File: config.mk
export PLATFORM = sky130hd
export DESIGN_NAME = seven_segment_timer_frame_builder
export DESIGN_NICKNAME = d
export VERILOG_FILES = /design/src/hdl/ssfb_pkg.sv /design/src/hdl/seven_segment_timer_frame_builder.sv /design/src/hdl/ssfb_minsec.sv /design/src/hdl/ssfb_digits.sv /design/src/hdl/ssfb_sequencer.sv
export SDC_FILE = /design/constraint.sdc
export NUM_CORES = 1
export LEC_CHECK = 0
export BUFFER_PORTS_ARGS = -buffer_cell sky130_fd_sc_hd__buf_2
export CAP_MARGIN = 20
export CORE_ASPECT_RATIO = 0.8
export CORE_MARGIN = 4
export CORE_UTILIZATION = 63
export DETAILED_ROUTE_END_ITERATION = 8
export GPL_ROUTABILITY_DRIVEN = 0
export PLACE_DENSITY = 0.92
export SETUP_SLACK_MARGIN = 0.1
export SYNTH_ARGS = -nofsm -noshare
export SYNTH_HDL_FRONTEND = slang
export SYNTH_SLANG_ARGS = --single-unit
File: constraint.sdc
create_clock -name clk -period 5.7 [get_ports clk]
set_input_delay 0 -clock clk [delete_from_list [all_inputs] [get_ports clk]]
set_output_delay 0 -clock clk [all_outputs]
set_load 0.05 [all_outputs]
File: src/hdl/ssfb_pkg.sv
// ----------------------------------------------------------------------------
// ssfb_pkg
// Types, command codes, driver command bytes and the segment table shared by
// the frame builder modules.
// ----------------------------------------------------------------------------
package ssfb_pkg;

  localparam logic [1:0] CMD_INIT   = 2'd0;
  localparam logic [1:0] CMD_OFF    = 2'd1;
  localparam logic [1:0] CMD_ON     = 2'd2;
  localparam logic [1:0] CMD_UPDATE = 2'd3;

  localparam logic [7:0] BYTE_AUTO_INCR = 8'h40;
  localparam logic [7:0] BYTE_ADDR0     = 8'hC0;
  localparam logic [7:0] BYTE_DISP_OFF  = 8'h80;
  localparam logic [7:0] BYTE_DISP_ON   = 8'h88;
  localparam logic [7:0] SEG_ZERO       = 8'h3F;
  localparam logic [7:0] SEG_DASH       = 8'h40;
  localparam logic [7:0] SEG_BAD        = 8'hFF;

  // ceil(2^22 / 60): exact quotient for any 16-bit dividend
  localparam logic [16:0] RECIP_60   = 17'd69906;
  localparam int          RECIP_SH60 = 22;
  // ceil(2^11 / 10): exact quotient for dividends up to 255
  localparam logic [7:0]  RECIP_10   = 8'd205;
  localparam int          RECIP_SH10 = 11;

  localparam int MAX_BYTES = 7;

  typedef struct packed {
    logic [1:0]  cmd;
    logic [15:0] seconds;
    logic [7:0]  level;
    logic        blank_mode;
  } in_t;

  typedef struct packed {
    logic [7:0] tx_byte;
    logic       frame_start;
    logic       frame_end;
    logic       last;
  } out_t;

  // command attributes that ride along the time split
  typedef struct packed {
    logic [1:0] cmd;
    logic [2:0] lvl;        // clamped level, zero means stored brightness
    logic       blank_mode;
  } ctl_t;

  typedef struct packed {
    ctl_t        ctl;
    logic [10:0] quo;
    logic [15:0] secs;
  } stb_t;

  typedef struct packed {
    ctl_t       ctl;
    logic [7:0] min;
    logic [5:0] sec;
  } stc_t;

  typedef struct packed {
    ctl_t       ctl;
    logic [7:0] min;
    logic [5:0] sec;
    logic [4:0] min_t;
    logic [2:0] sec_t;
  } std_t;

  function automatic logic [7:0] seg_of(input logic [4:0] d);
    logic [7:0] s;
    begin
      case (d)
        5'd0:    s = 8'h3F;
        5'd1:    s = 8'h06;
        5'd2:    s = 8'h5B;
        5'd3:    s = 8'h4F;
        5'd4:    s = 8'h66;
        5'd5:    s = 8'h6D;
        5'd6:    s = 8'h7D;
        5'd7:    s = 8'h07;
        5'd8:    s = 8'h7F;
        5'd9:    s = 8'h6F;
        default: s = SEG_BAD;
      endcase
      return s;
    end
  endfunction

endpackage

File: src/hdl/seven_segment_timer_frame_builder.sv
// ----------------------------------------------------------------------------
// seven_segment_timer_frame_builder
// Turns display commands into the byte frames of a four-digit LED driver.
// ----------------------------------------------------------------------------
// Flow: a command passes the input register, the minutes/seconds split, the
// tens digits and the frame register; its bytes (1, 5 or 7) then leave the
// registered result ports on consecutive cycles, one byte per cycle, and a new
// command is taken every cycle while the byte shifter keeps up.
// Reset: pipeline and frame empty, stored brightness 7.
module seven_segment_timer_frame_builder (
  input  logic           clk,
  input  logic           rst,
  input  logic           start,
  input  ssfb_pkg::in_t  item,
  output logic           busy,
  input  logic           cfg_we,
  input  logic [2:0]     cfg_data,
  output logic           result_strobe,
  output ssfb_pkg::out_t result
);
  import ssfb_pkg::*;

  logic       adv;
  logic       c_vld;
  stc_t       c;
  logic       d_vld;
  std_t       d;
  logic [2:0] brightness;

  always_ff @(posedge clk) begin
    if (rst) begin
      brightness <= 3'd7;
    end else if (cfg_we) begin
      brightness <= cfg_data;
    end
  end

  ssfb_minsec u_minsec (
    .clk   (clk),
    .rst   (rst),
    .adv   (adv),
    .start (start),
    .item  (item),
    .busy  (busy),
    .c_vld (c_vld),
    .c     (c)
  );

  ssfb_digits u_digits (
    .clk   (clk),
    .rst   (rst),
    .adv   (adv),
    .c_vld (c_vld),
    .c     (c),
    .d_vld (d_vld),
    .d     (d)
  );

  ssfb_sequencer u_seq (
    .clk           (clk),
    .rst           (rst),
    .d_vld         (d_vld),
    .d             (d),
    .brightness    (brightness),
    .adv           (adv),
    .result_strobe (result_strobe),
    .result        (result)
  );

endmodule

File: src/hdl/ssfb_minsec.sv
// ----------------------------------------------------------------------------
// ssfb_minsec
// Input register and the seconds-to-minutes split: reciprocal multiply by
// 1/60, then the remainder seconds, over three register stages.
// ----------------------------------------------------------------------------
module ssfb_minsec (
  input  logic           clk,
  input  logic           rst,
  input  logic           adv,
  input  logic           start,
  input  ssfb_pkg::in_t  item,
  output logic           busy,
  output logic           c_vld,
  output ssfb_pkg::stc_t c
);
  import ssfb_pkg::*;

  logic        a_vld;
  in_t         a;
  logic        b_vld;
  stb_t        b;
  logic        load_a;
  logic        accept;
  logic [32:0] prod;
  logic [15:0] q60;
  logic [15:0] rem_s;
  ctl_t        ctl_next;

  assign busy   = a_vld & ~adv;
  assign accept = start & ~busy;
  assign load_a = adv | ~a_vld;

  always_comb begin
    prod = {17'd0, a.seconds} * {16'd0, RECIP_60};
    ctl_next.cmd        = a.cmd;
    ctl_next.blank_mode = a.blank_mode;
    if (a.level > 8'd7) begin
      ctl_next.lvl = 3'd7;
    end else begin
      ctl_next.lvl = a.level[2:0];
    end
  end

  // q*60 as (q<<6) - (q<<2)
  assign q60   = {b.quo[9:0], 6'd0} - {3'd0, b.quo, 2'd0};
  assign rem_s = b.secs - q60;

  always_ff @(posedge clk) begin
    if (rst) begin
      a_vld <= 1'b0;
      b_vld <= 1'b0;
      c_vld <= 1'b0;
    end else begin
      if (load_a) begin
        a_vld <= accept;
      end
      if (adv) begin
        b_vld <= a_vld;
        c_vld <= b_vld;
      end
    end
  end

  always_ff @(posedge clk) begin
    if (load_a) begin
      a <= item;
    end
    if (adv) begin
      b.ctl  <= ctl_next;
      b.quo  <= prod[32:RECIP_SH60];
      b.secs <= a.seconds;
      c.ctl  <= b.ctl;
      c.min  <= b.quo[7:0];
      c.sec  <= rem_s[5:0];
    end
  end

  a_busy_has_item: assert property (@(posedge clk) disable iff (rst) busy |-> a_vld)
    else $error("busy without a held item");
  a_sec_range: assert property (@(posedge clk) disable iff (rst) c_vld |-> c.sec < 6'd60)
    else $error("seconds remainder out of range");
  a_hold: assert property (@(posedge clk) disable iff (rst)
    (c_vld && !adv) |=> (c_vld && $stable(c)))
    else $error("stalled stage changed");

endmodule

File: src/hdl/ssfb_digits.sv
// ----------------------------------------------------------------------------
// ssfb_digits
// Tens digits of minutes and seconds by reciprocal multiply by 1/10.
// ----------------------------------------------------------------------------
module ssfb_digits (
  input  logic           clk,
  input  logic           rst,
  input  logic           adv,
  input  logic           c_vld,
  input  ssfb_pkg::stc_t c,
  output logic           d_vld,
  output ssfb_pkg::std_t d
);
  import ssfb_pkg::*;

  logic [15:0] pm;
  logic [13:0] ps;

  assign pm = {8'd0, c.min} * {8'd0, RECIP_10};
  assign ps = {8'd0, c.sec} * {6'd0, RECIP_10};

  always_ff @(posedge clk) begin
    if (rst) begin
      d_vld <= 1'b0;
    end else if (adv) begin
      d_vld <= c_vld;
    end
  end

  always_ff @(posedge clk) begin
    if (adv) begin
      d.ctl   <= c.ctl;
      d.min   <= c.min;
      d.sec   <= c.sec;
      d.min_t <= pm[15:RECIP_SH10];
      d.sec_t <= ps[13:RECIP_SH10];
    end
  end

  a_tens_range: assert property (@(posedge clk) disable iff (rst)
    d_vld |-> (d.min_t < 5'd26 && d.sec_t < 3'd6))
    else $error("tens digit out of range");

endmodule

File: src/hdl/ssfb_sequencer.sv
// ----------------------------------------------------------------------------
// ssfb_sequencer
// Builds the byte frame of a command and shifts it out one byte per cycle
// through a registered output.
// ----------------------------------------------------------------------------
module ssfb_sequencer (
  input  logic           clk,
  input  logic           rst,
  input  logic           d_vld,
  input  ssfb_pkg::std_t d,
  input  logic [2:0]     brightness,
  output logic           adv,
  output logic           result_strobe,
  output ssfb_pkg::out_t result
);
  import ssfb_pkg::*;

  out_t       frm [MAX_BYTES];
  out_t       bld [MAX_BYTES];
  logic [2:0] rem;
  logic [2:0] bld_n;
  logic       load;
  logic [7:0] mo_w;
  logic [5:0] so_w;
  logic [7:0] fill;
  logic [2:0] lv;

  // the frame register frees up on the cycle its last byte goes out
  assign adv  = (rem == 3'd0) || (rem == 3'd1);
  assign load = adv & d_vld;

  assign mo_w = d.min - ({d.min_t[4:0], 3'd0} + {2'd0, d.min_t, 1'b0});
  assign so_w = d.sec - ({d.sec_t, 3'd0} + {2'd0, d.sec_t, 1'b0});
  assign fill = d.ctl.blank_mode ? SEG_DASH : SEG_ZERO;
  assign lv   = (d.ctl.lvl == 3'd0) ? brightness : d.ctl.lvl;

  always_comb begin
    for (int i = 0; i < MAX_BYTES; i++) begin
      bld[i] = '0;
    end
    bld_n = 3'd1;
    unique case (d.ctl.cmd)
      CMD_INIT: begin
        bld_n  = 3'd7;
        bld[0] = '{BYTE_AUTO_INCR, 1'b1, 1'b1, 1'b0};
        bld[1] = '{BYTE_ADDR0, 1'b1, 1'b0, 1'b0};
        bld[2] = '{fill, 1'b0, 1'b0, 1'b0};
        bld[3] = '{fill, 1'b0, 1'b0, 1'b0};
        bld[4] = '{fill, 1'b0, 1'b0, 1'b0};
        bld[5] = '{fill, 1'b0, 1'b1, 1'b0};
        bld[6] = '{BYTE_DISP_ON | {5'd0, brightness}, 1'b1, 1'b1, 1'b1};
      end
      CMD_OFF: begin
        bld[0] = '{BYTE_DISP_OFF, 1'b1, 1'b1, 1'b1};
      end
      CMD_ON: begin
        bld[0] = '{BYTE_DISP_ON | {5'd0, lv}, 1'b1, 1'b1, 1'b1};
      end
      CMD_UPDATE: begin
        bld_n  = 3'd5;
        bld[0] = '{BYTE_ADDR0, 1'b1, 1'b0, 1'b0};
        bld[1] = '{seg_of(d.min_t), 1'b0, 1'b0, 1'b0};
        bld[2] = '{seg_of({1'b0, mo_w[3:0]}), 1'b0, 1'b0, 1'b0};
        bld[3] = '{seg_of({2'd0, d.sec_t}), 1'b0, 1'b0, 1'b0};
        bld[4] = '{seg_of({1'b0, so_w[3:0]}), 1'b0, 1'b1, 1'b1};
      end
      default: begin
        bld_n = 3'd1;
      end
    endcase
  end

  always_ff @(posedge clk) begin
    if (rst) begin
      rem           <= 3'd0;
      result_strobe <= 1'b0;
    end else begin
      result_strobe <= (rem != 3'd0);
      if (load) begin
        rem <= bld_n;
      end else if (rem != 3'd0) begin
        rem <= rem - 3'd1;
      end
    end
  end

  always_ff @(posedge clk) begin
    if (rem != 3'd0) begin
      result <= frm[0];
    end
    if (load) begin
      frm <= bld;
    end else begin
      for (int i = 0; i < MAX_BYTES - 1; i++) begin
        frm[i] <= frm[i + 1];
      end
    end
  end

  a_load_when_free: assert property (@(posedge clk) disable iff (rst)
    load |-> (rem == 3'd0 || rem == 3'd1))
    else $error("frame loaded over unsent bytes");
  a_idle_quiet: assert property (@(posedge clk) disable iff (rst)
    (rem == 3'd0) |=> !result_strobe)
    else $error("transfer with empty frame");
  a_last_ends: assert property (@(posedge clk) disable iff (rst)
    (result_strobe && result.last) |-> result.frame_end)
    else $error("last byte without stop");

endmodule
After elaboration in Yosys (flattened, before gate mapping)
Memories as Yosys holds them, arrays and structs flattened. A register that Yosys moved wholly into a read port is not among the register bits.
Cells that the tools add are included.
{ "word_totals": {"reg_bits": 188, "rom_bits": 440, "out_inout_bits": 13, "memories": 4} }
{ "classes": {"addsub": 7, "n_mul": 3, "n_lt_le_gt_ge": 1, "eq_ne": 4, "muxes": 12, "bitwise": 7, "reduce_logical": 6} }
{ "mem_list": {"columns": ["name", "words", "width", "rd", "rd_clocked_by_memory_dff", "write_ports", "line_no", "rtl"], "rows": [
  ["(no name shown)", 16, 8, 1, 1, 0, "ssfb_pkg.sv:74", "case (d)"],
  ["(no name shown)", 16, 8, 1, 0, 0, "ssfb_pkg.sv:74", null],
  ["(no name shown)", 16, 8, 1, 0, 0, "ssfb_pkg.sv:74", null],
  ["(no name shown)", 8, 7, 1, 1, 0, "ssfb_pkg.sv:74", null]
]} }
{ "ops": {"columns": ["cell", "count"], "rows": [
  ["$pmux W44 S2", 1],
  ["$mux W66", 1],
  ["$pmux W11 S4", 1],
  ["$mul A16 B16 Y29 const B", 1],
  ["$mux W22", 1],
  ["$mul A8 B8 Y16 const B", 1],
  ["$mul A6 B8 Y14 const B", 1],
  ["$mux W3", 4],
  ["$add A4 B4 Y4", 2],
  ["$gt A8 B3 Y1 const B", 1],
  ["$mux W8", 1],
  ["$sub A4 B4 Y4", 2],
  ["$mux W7", 1],
  ["$logic_not A3 Y1", 2],
  ["$pmux W3 S2", 1],
  ["$sub A1 B6 Y6 const A", 1],
  ["$sub A6 B6 Y6", 1],
  ["$eq A2 B2 Y1 const B", 2],
  ["$mux W4", 1],
  ["$and A1 B1 Y1", 3],
  ["$eq A3 B1 Y1 const B", 1],
  ["$not A1 Y1", 3],
  ["$reduce_bool A3 Y1", 1],
  ["$sub A3 B1 Y3 const B", 1],
  ["5 further kinds", 5]
]} }

Logic depth before layout (Yosys ltp)
Gate-level depths: netlist (run 1).
{ "depth": {"word_depth": 6, "mapped_depth": 17, "ltp_nobuf": 17} }

Cells and area by module
A second synthesis (run 1) with hierarchy kept.
{ "unflattened": {"cells_unflattened": 936, "area_unflattened_um2": 10939.2} }
{ "modules_own_cells": {"columns": ["module", "instances", "cells_per_inst", "area_per_inst_um2", "seq_area_each_um2"], "rows": [
  ["ssfb_minsec", 1, 348, 4594.4, 2072.0],
  ["ssfb_sequencer", 1, 372, 3676.0, 1791.7],
  ["ssfb_digits", 1, 207, 2563.7, 860.8],
  ["seven_segment_timer_frame_builder", 1, 9, 105.1, 60.1]
]} }

Worst setup path before layout (run 1)
OpenSTA, ideal clock, no wires.
{ "synth_timing": {"path_kind": "register -> register", "from": "register, netlist name u_minsec.c[7]", "to": "register (tool-made name)", "t_arrival_ps": 4320, "required_time_ps": 5566, "slack_ps": 1246, "stages_incl_launch_ff": 17, "path_buffers": 0, "synth_period_minus_slack_ps": 4454, "cell_sequence": "edfxtp_1 -> ha_1 -> xor2_1 -> ha_1 -> fa_1 -> inv_1 -> fa_1 -> inv_1 -> ha_1 -> a211o_1 -> a31o_2 -> a311o_1 -> a31oi_1 -> inv_1 -> ha_1 -> a21bo_2 -> a31oi_1"} }

==> metrics, run 1 <==
drt pass-1 iters=4; Starting Density=about 64%; worst hold path type=in2reg; initial antenna violation count=1; r2r setup slk=750 ps; Seq/Total Area, Yosys=approximately 44%; pin count of the biggest net entering global routing=64; reg2reg start=u_minsec.c[7]$_DFFE_PN_; RSZ-0062 raised after global routing=no; worst r2r path cells=16; Die W=157 um; via count=about 7700; port bufs=46; Detail Placement HPWL=~16000 um; Max Clk Rate=0.202 GHz; number of flops mapped to enable cells by yosys=104; CTS tree=built; Arr. time, crit path=5320 ps; Global Route Usage Sum=27.8%; #FFs+latches synth=193; Chip Height=about 130 um; crit path max fanout=5; Syn Inst Count=slightly below 1000; Critical Path End Type=flop; max cap viols=0; clk root buf=clkbuf_16; first-pass GRT wire length=42700 um; clk_lat worst skew=460 ps; post-CTS setup buffer count=0; clk buf depth=2; vias in the first global route=8194; syn_nets=1231; share of post-route cells with drive strength above 1=9.37%; Crit path required time=6060 ps; HP Start=item[22]; worst hold stages=2; Hold Slack=about 260 ps; Worst Skew=17.1 ps; # H-tree levels=4; Setup TNS=0 ps; initial drt markers=615; Ports=47; DRC viols=0; CP startpoint kind=flop; status=finished clean; Setup-failing EPs final=0; antenna-violating nets left=0; Post-Layout Cell Count=1292; vias per std cell=6.00; CP Launch Point=u_minsec.c[7]$_DFFE_PN_; ys async rst share=0%; clock sinks=~190; Cells after DPL=1223; YS warnings=0; die area=19900 um2; diodes inserted=0; drt wl/cell=20.7 um; cell area after synthesis=11100 um2; Worst Hold Path EP=u_minsec.a[22]$_DFFE_PN_; drt total wl=26700 um; post-synthesis cell type count=67; Tcrit/Tclk final=between 80% and 90%; Nets=1321; grt total ovfl=0; clk slew on worst S/H paths=80 ps; max_slew headroom=between 30% and 40%; worst setup path class=reg2reg; Synth Flop Type=edfxtp_1; core area=about 17000 um2; area grow syn2layout=12.8%; Final Hold Fails=0; final period demand of the worst path=4950 ps; max-slew violations=0; cts bufs inserted=17; Worst-Margin Slew=approximately 960 ps; Cell Rows=43; synthesized area per cell=11.6 um2
==> area by class of cell <==
cell class | instances | area (um2)
Tap cell | 225 | 282
Fill cell | 1021 | 4750
Clock inverter | 15 | 165
Inverter | 110 | 413
Timing Repair Buffer | 85 | 621
Multi-Input combinational cell | 647 | 5760
Clock buffer | 17 | 425
Sequential cell | 193 | 4900
==> flip-flops by register name (all words and copies together), names as in the netlist, named ones only <==
signal / count
u_minsec.b: 20
u_minsec.c_vld: 1
u_seq.rem: 3
u_seq.result: 11
u_minsec.b_vld: 1
u_seq.frm: 67
u_digits.d_vld: 1
u_minsec.c: 20
u_digits.d: 22
u_minsec.a: 27
u_seq.result_strobe: 1
brightness: 3
u_minsec.a_vld: 1
==> stage by stage <==
step / utilization (%) / setup WS (ps) / area [um2]
floorplan: - / 1250 / 11100
global placement: 67.0 / 1110 / 11600
detailed placement: 67.0 / 876 / 11600
CTS: 72.5 / 768 / 12600
global route: 72.6 / 503 / 12600
finish: 72.6 / 747 / 12600
==> critical path: stages, from the launching register on <==
cell,delay (ps)
edfxtp_1,470
ha_1,400
xor2_1,190
ha_1,310
fa_1,520
inv_1,60
fa_1,530
inv_1,40
ha_1,300
a211o_1,340
a31o_2,240
a311o_1,330
a31oi_1,400
inv_1,160
ha_1,220
a21boi_0,140
o21ai_0,230
==> worst max path at each step <==
stage / endpoint / slack [ps] / depth (start not counted)
after CTS: flop / 770 / 16
after floorplan: flop / 1250 / 16
after detailed placement: flop / 880 / 16
final: flop / 750 / 16
after global routing: flop / 500 / 16
after global placement: flop / 1110 / 16
==> routing by layer <==
layer  global-route usage [%]  routed length, um
met5                        0                 13
met4                     13.4               1130
met3                     4.64               1780
met2                     47.6              13400
met1                     34.1              10400
==> repair_timing <==
item,4_1_cts,5_1_grt
endpoints found under the hold margin,38,0
gates resized for setup,0,0
hold buffers,36,0
==> Yosys cell counts, types with 3 or more instances <==
cell type | count | area [um2]
a21o_1 | 15 | 113
nor3_1 | 9 | 45.0
and3_1 | 4 | 25.0
buf_1 | 5 | 18.8
dfxtp_1 | 89 | 1780
nor2_1 | 29 | 109
a21boi_0 | 6 | 45.0
a21oi_1 | 32 | 160
nor2b_1 | 5 | 31.3
o21a_1 | 11 | 82.6
a31oi_1 | 6 | 37.5
nand2b_1 | 6 | 37.5
a2111oi_0 | 3 | 26.3
a211oi_1 | 7 | 52.6
and2_1 | 22 | 138
o21ai_0 | 44 | 220
a211o_1 | 5 | 43.8
xor2_1 | 10 | 87.6
edfxtp_1 | 104 | 3120
nand2_1 | 79 | 297
o31ai_1 | 6 | 45.0
inv_1 | 109 | 409
nand4_1 | 5 | 31.3
xnor2_1 | 25 | 219
ha_1 | 197 | 2460
clkbuf_1 | 6 | 22.5
fa_1 | 36 | 721
or3_1 | 6 | 37.5
nand3_1 | 16 | 80.1
o21bai_1 | 5 | 37.5
a221o_1 | 6 | 60.1
mux2i_1 | 10 | 100
==> logic make-up after synthesis <==
kind of cell    Yosys count  synth area share (%)
fa+ha+maj               233                  28.6
simple gates            197                  8.58
flops                   193                  44.0
compound gates          171                  10.8
buf+inv                 124                  4.26
xor+xnor                 35                  2.75
mux                      11                  1.03
==> placed cells by master, fill, tap and decap left out, types with 5 or more instances in the layout <==
master / count
mux2i_1: 10
o31ai_1: 6
a211o_1: 5
or3_1: 6
a211oi_1: 7
o21a_1: 11
a21boi_0: 6
nor2_1: 29
nand3_1: 16
nor3_1: 9
and2_1: 22
dfxtp_1: 89
xnor2_1: 25
dlygate4sd3_1: 36
ha_1: 197
xor2_1: 10
clkbuf_16: 17
buf_2: 46
a221o_1: 6
edfxtp_1: 104
nor2b_1: 5
inv_1: 109
a31oi_1: 6
nand4_1: 5
o21ai_0: 44
nand2b_1: 6
o21bai_1: 5
a21oi_1: 32
nand2_1: 79
a21o_1: 15
fa_1: 36
Power of run 1 is not shown: default switching activity piles up to over one toggle a cycle in this logic, so the estimate is an artifact.
==> inputs of run 2 (changes only) <==
PLACE_DENSITY = 0.84   (was 0.92)
clock period = 4.8 ns   (was 5.7 ns; I/O delays follow)
==> metrics, run 2 (synthesized netlist as in run 1, its figures left out) <==
vias per std cell=5.75 (-4.1%); worst-path cell chain=buf_4, ha_1, inv_1, fa_1, inv_1, fa_1, ha_1, ha_1, a211oi_1, o21ai_0, a21o_1, xor2_1, a21oi_2, inv_1, ha_1, and4b_1, a31oi_1; drt pass-1 iters=5 (+1); clk_lat worst skew=440 ps (-20 ps); Nets=1329 (+0.61%); clk slew on worst S/H paths=70 ps (about the same); via count=7472 (-3.5%); CP startpoint kind=flop; share of post-route cells with drive strength above 1=10.6% (+1.2 points); worst setup path class=reg2reg; status=finished clean; max_slew headroom=36.8% (+0.59 points); Crit path required time=5160 ps (-900 ps); die area=19900 um2 (unchanged); most common cell after layout, fill and taps aside=ha_1; r2r setup slk=100 ps (-650 ps); max cap viols=0 (unchanged); crit path max fanout=5 (unchanged); Largest regs=u_seq.frm (67), u_minsec.a (27), u_digits.d (22); CP bufs+invs=4 (+1); final period demand of the worst path=4700 ps (-253 ps); Ports=47 (unchanged); Worst Skew=8.46 ps (-8.65 ps); area grow syn2layout=13.9%; drt wl/cell=17.8 um (-14%); diodes inserted=0 (unchanged); Critical-path top delay cell=fa_1; clock sinks=193 (unchanged); clk root buf=clkbuf_16; initial drt markers=731 (+19%); # H-tree levels=4 (unchanged); most frequent cells in the layout=ha_1, inv_1, edfxtp_1; CP most frequent cell=ha_1; port bufs=46 (unchanged); Final Hold Fails=0 (unchanged); placed cell area=11600 um2 (+0.13%); Critical Path End Type=flop; CP delay by family, top=adder cells; worst hold path type=in2reg; Top reg by flops=u_seq.frm; drt total wl=23200 um (-13%); Chip Height=127 um (unchanged); Max Clk Rate=0.213 GHz (+5.4%); Detail Placement HPWL=15800 um (-3.1%); antenna-violating nets left=0 (unchanged); Worst-Margin Slew=947 ps (-8.87 ps); max FFs per register=67 (unchanged); Tcrit/Tclk final=97.9% (+11 points); core area=17300 um2 (unchanged); first-pass GRT wire length=37200 um (-13%); cts bufs inserted=17 (unchanged); pin count of the biggest net entering global routing=63 (-1.6%); clk buf depth=2 (unchanged); Cell Rows=43 (unchanged); CTS tree=built; post-route design area=12700 um2 (+0.98%); max-slew violations=0 (unchanged); Arr. time, crit path=5060 ps (-260 ps); vias in the first global route=7441 (-9.2%); Crit path largest cell delay=510 ps (-20 ps); grt total ovfl=0 (unchanged); initial antenna violation count=0 (-1); Starting Density=64.3% (unchanged); Die W=157 um (unchanged); Setup-failing EPs final=0 (unchanged); Global Route Usage Sum=23.9% (-3.9 points); DRC viols=0 (unchanged)
## run 2: cell count changes in the layout (fill, tap and decap cells not counted), moves of 2 or more
cell and delta:
buf_4 +8, o21ai_0 -3, o21ai_1 +3, inv_8 +2
## run 2: cell type report
cell class | count | area, um2
multi-input combinational | 647 | 5800
sequential | 193 | 4900
fill | 1075 | 4630
timing repair buffer | 93 | 693
clock buffer | 17 | 425
inverter | 110 | 413
tap | 225 | 282
clock inverter | 15 | 179
## run 2: worst register-to-register path, cell delays in order (launching register included)
cell and delay (ps):
edfxtp_1 480, buf_4 190, ha_1 300, inv_1 70, fa_1 510, inv_1 50
fa_1 390, ha_1 280, ha_1 250, a211oi_1 400, o21ai_0 340, a21o_1 270
xor2_1 170, a21oi_2 280, inv_1 110, ha_1 230, and4b_1 200, a31oi_1 130
## run 2: what timing repair did
item                                    CTS  global route
pin swaps                                 0             2
endpoints found under the setup margin    5             7
gates resized for setup                   2             9
hold buffers                             36             0
setup buffers                             0             6
hold endpoints to repair                 38             0
## run 2: layer usage
| metal | part of all wire, % | routed length, um | up-vias | global-route usage, % |
|---|---|---|---|---|
| li1 | - | - | 3600 | - |
| met1 | 43 | 10100 | 3573 | 32.7 |
| met2 | 48 | 11100 | 253 | 38.6 |
| met3 | 6.2 | 1430 | 46 | 4.81 |
| met4 | 2.4 | 554 | 0 | 7.55 |
| met5 | 0 | 0 | - | 0 |
## run 2: path summary, 6_finish.rpt
check,from,end,cells after the start
worst max-delay path,u_minsec.c[8]$_DFFE_PN_,flop,17
worst min-delay path,item[16],u_minsec.a[16]$_DFFE_PN_,2
worst max register to register,u_minsec.c[8]$_DFFE_PN_,flop,17
worst min register to register,u_seq.frm[68]$_SDFF_PP1_,u_seq.result[2]$_DFFE_PP_,0
## run 2: through the flow
stage	hold slack, ps	util (%)	cells	worst slack (ps)	setup TNS, ps
2_1_floorplan	83.1	-	964	346	0
3_3_place_gp	176	67.1	1225	223	0
3_5_place_dp	178	67.1	1225	-0.901	-0.901
4_1_cts	253	72.7	1293	88.7	0
5_1_grt	275	73.3	1300	-25.1	-68.7
6_report	269	73.3	1300	100	0
Power of run 2 is left out for the same reason.
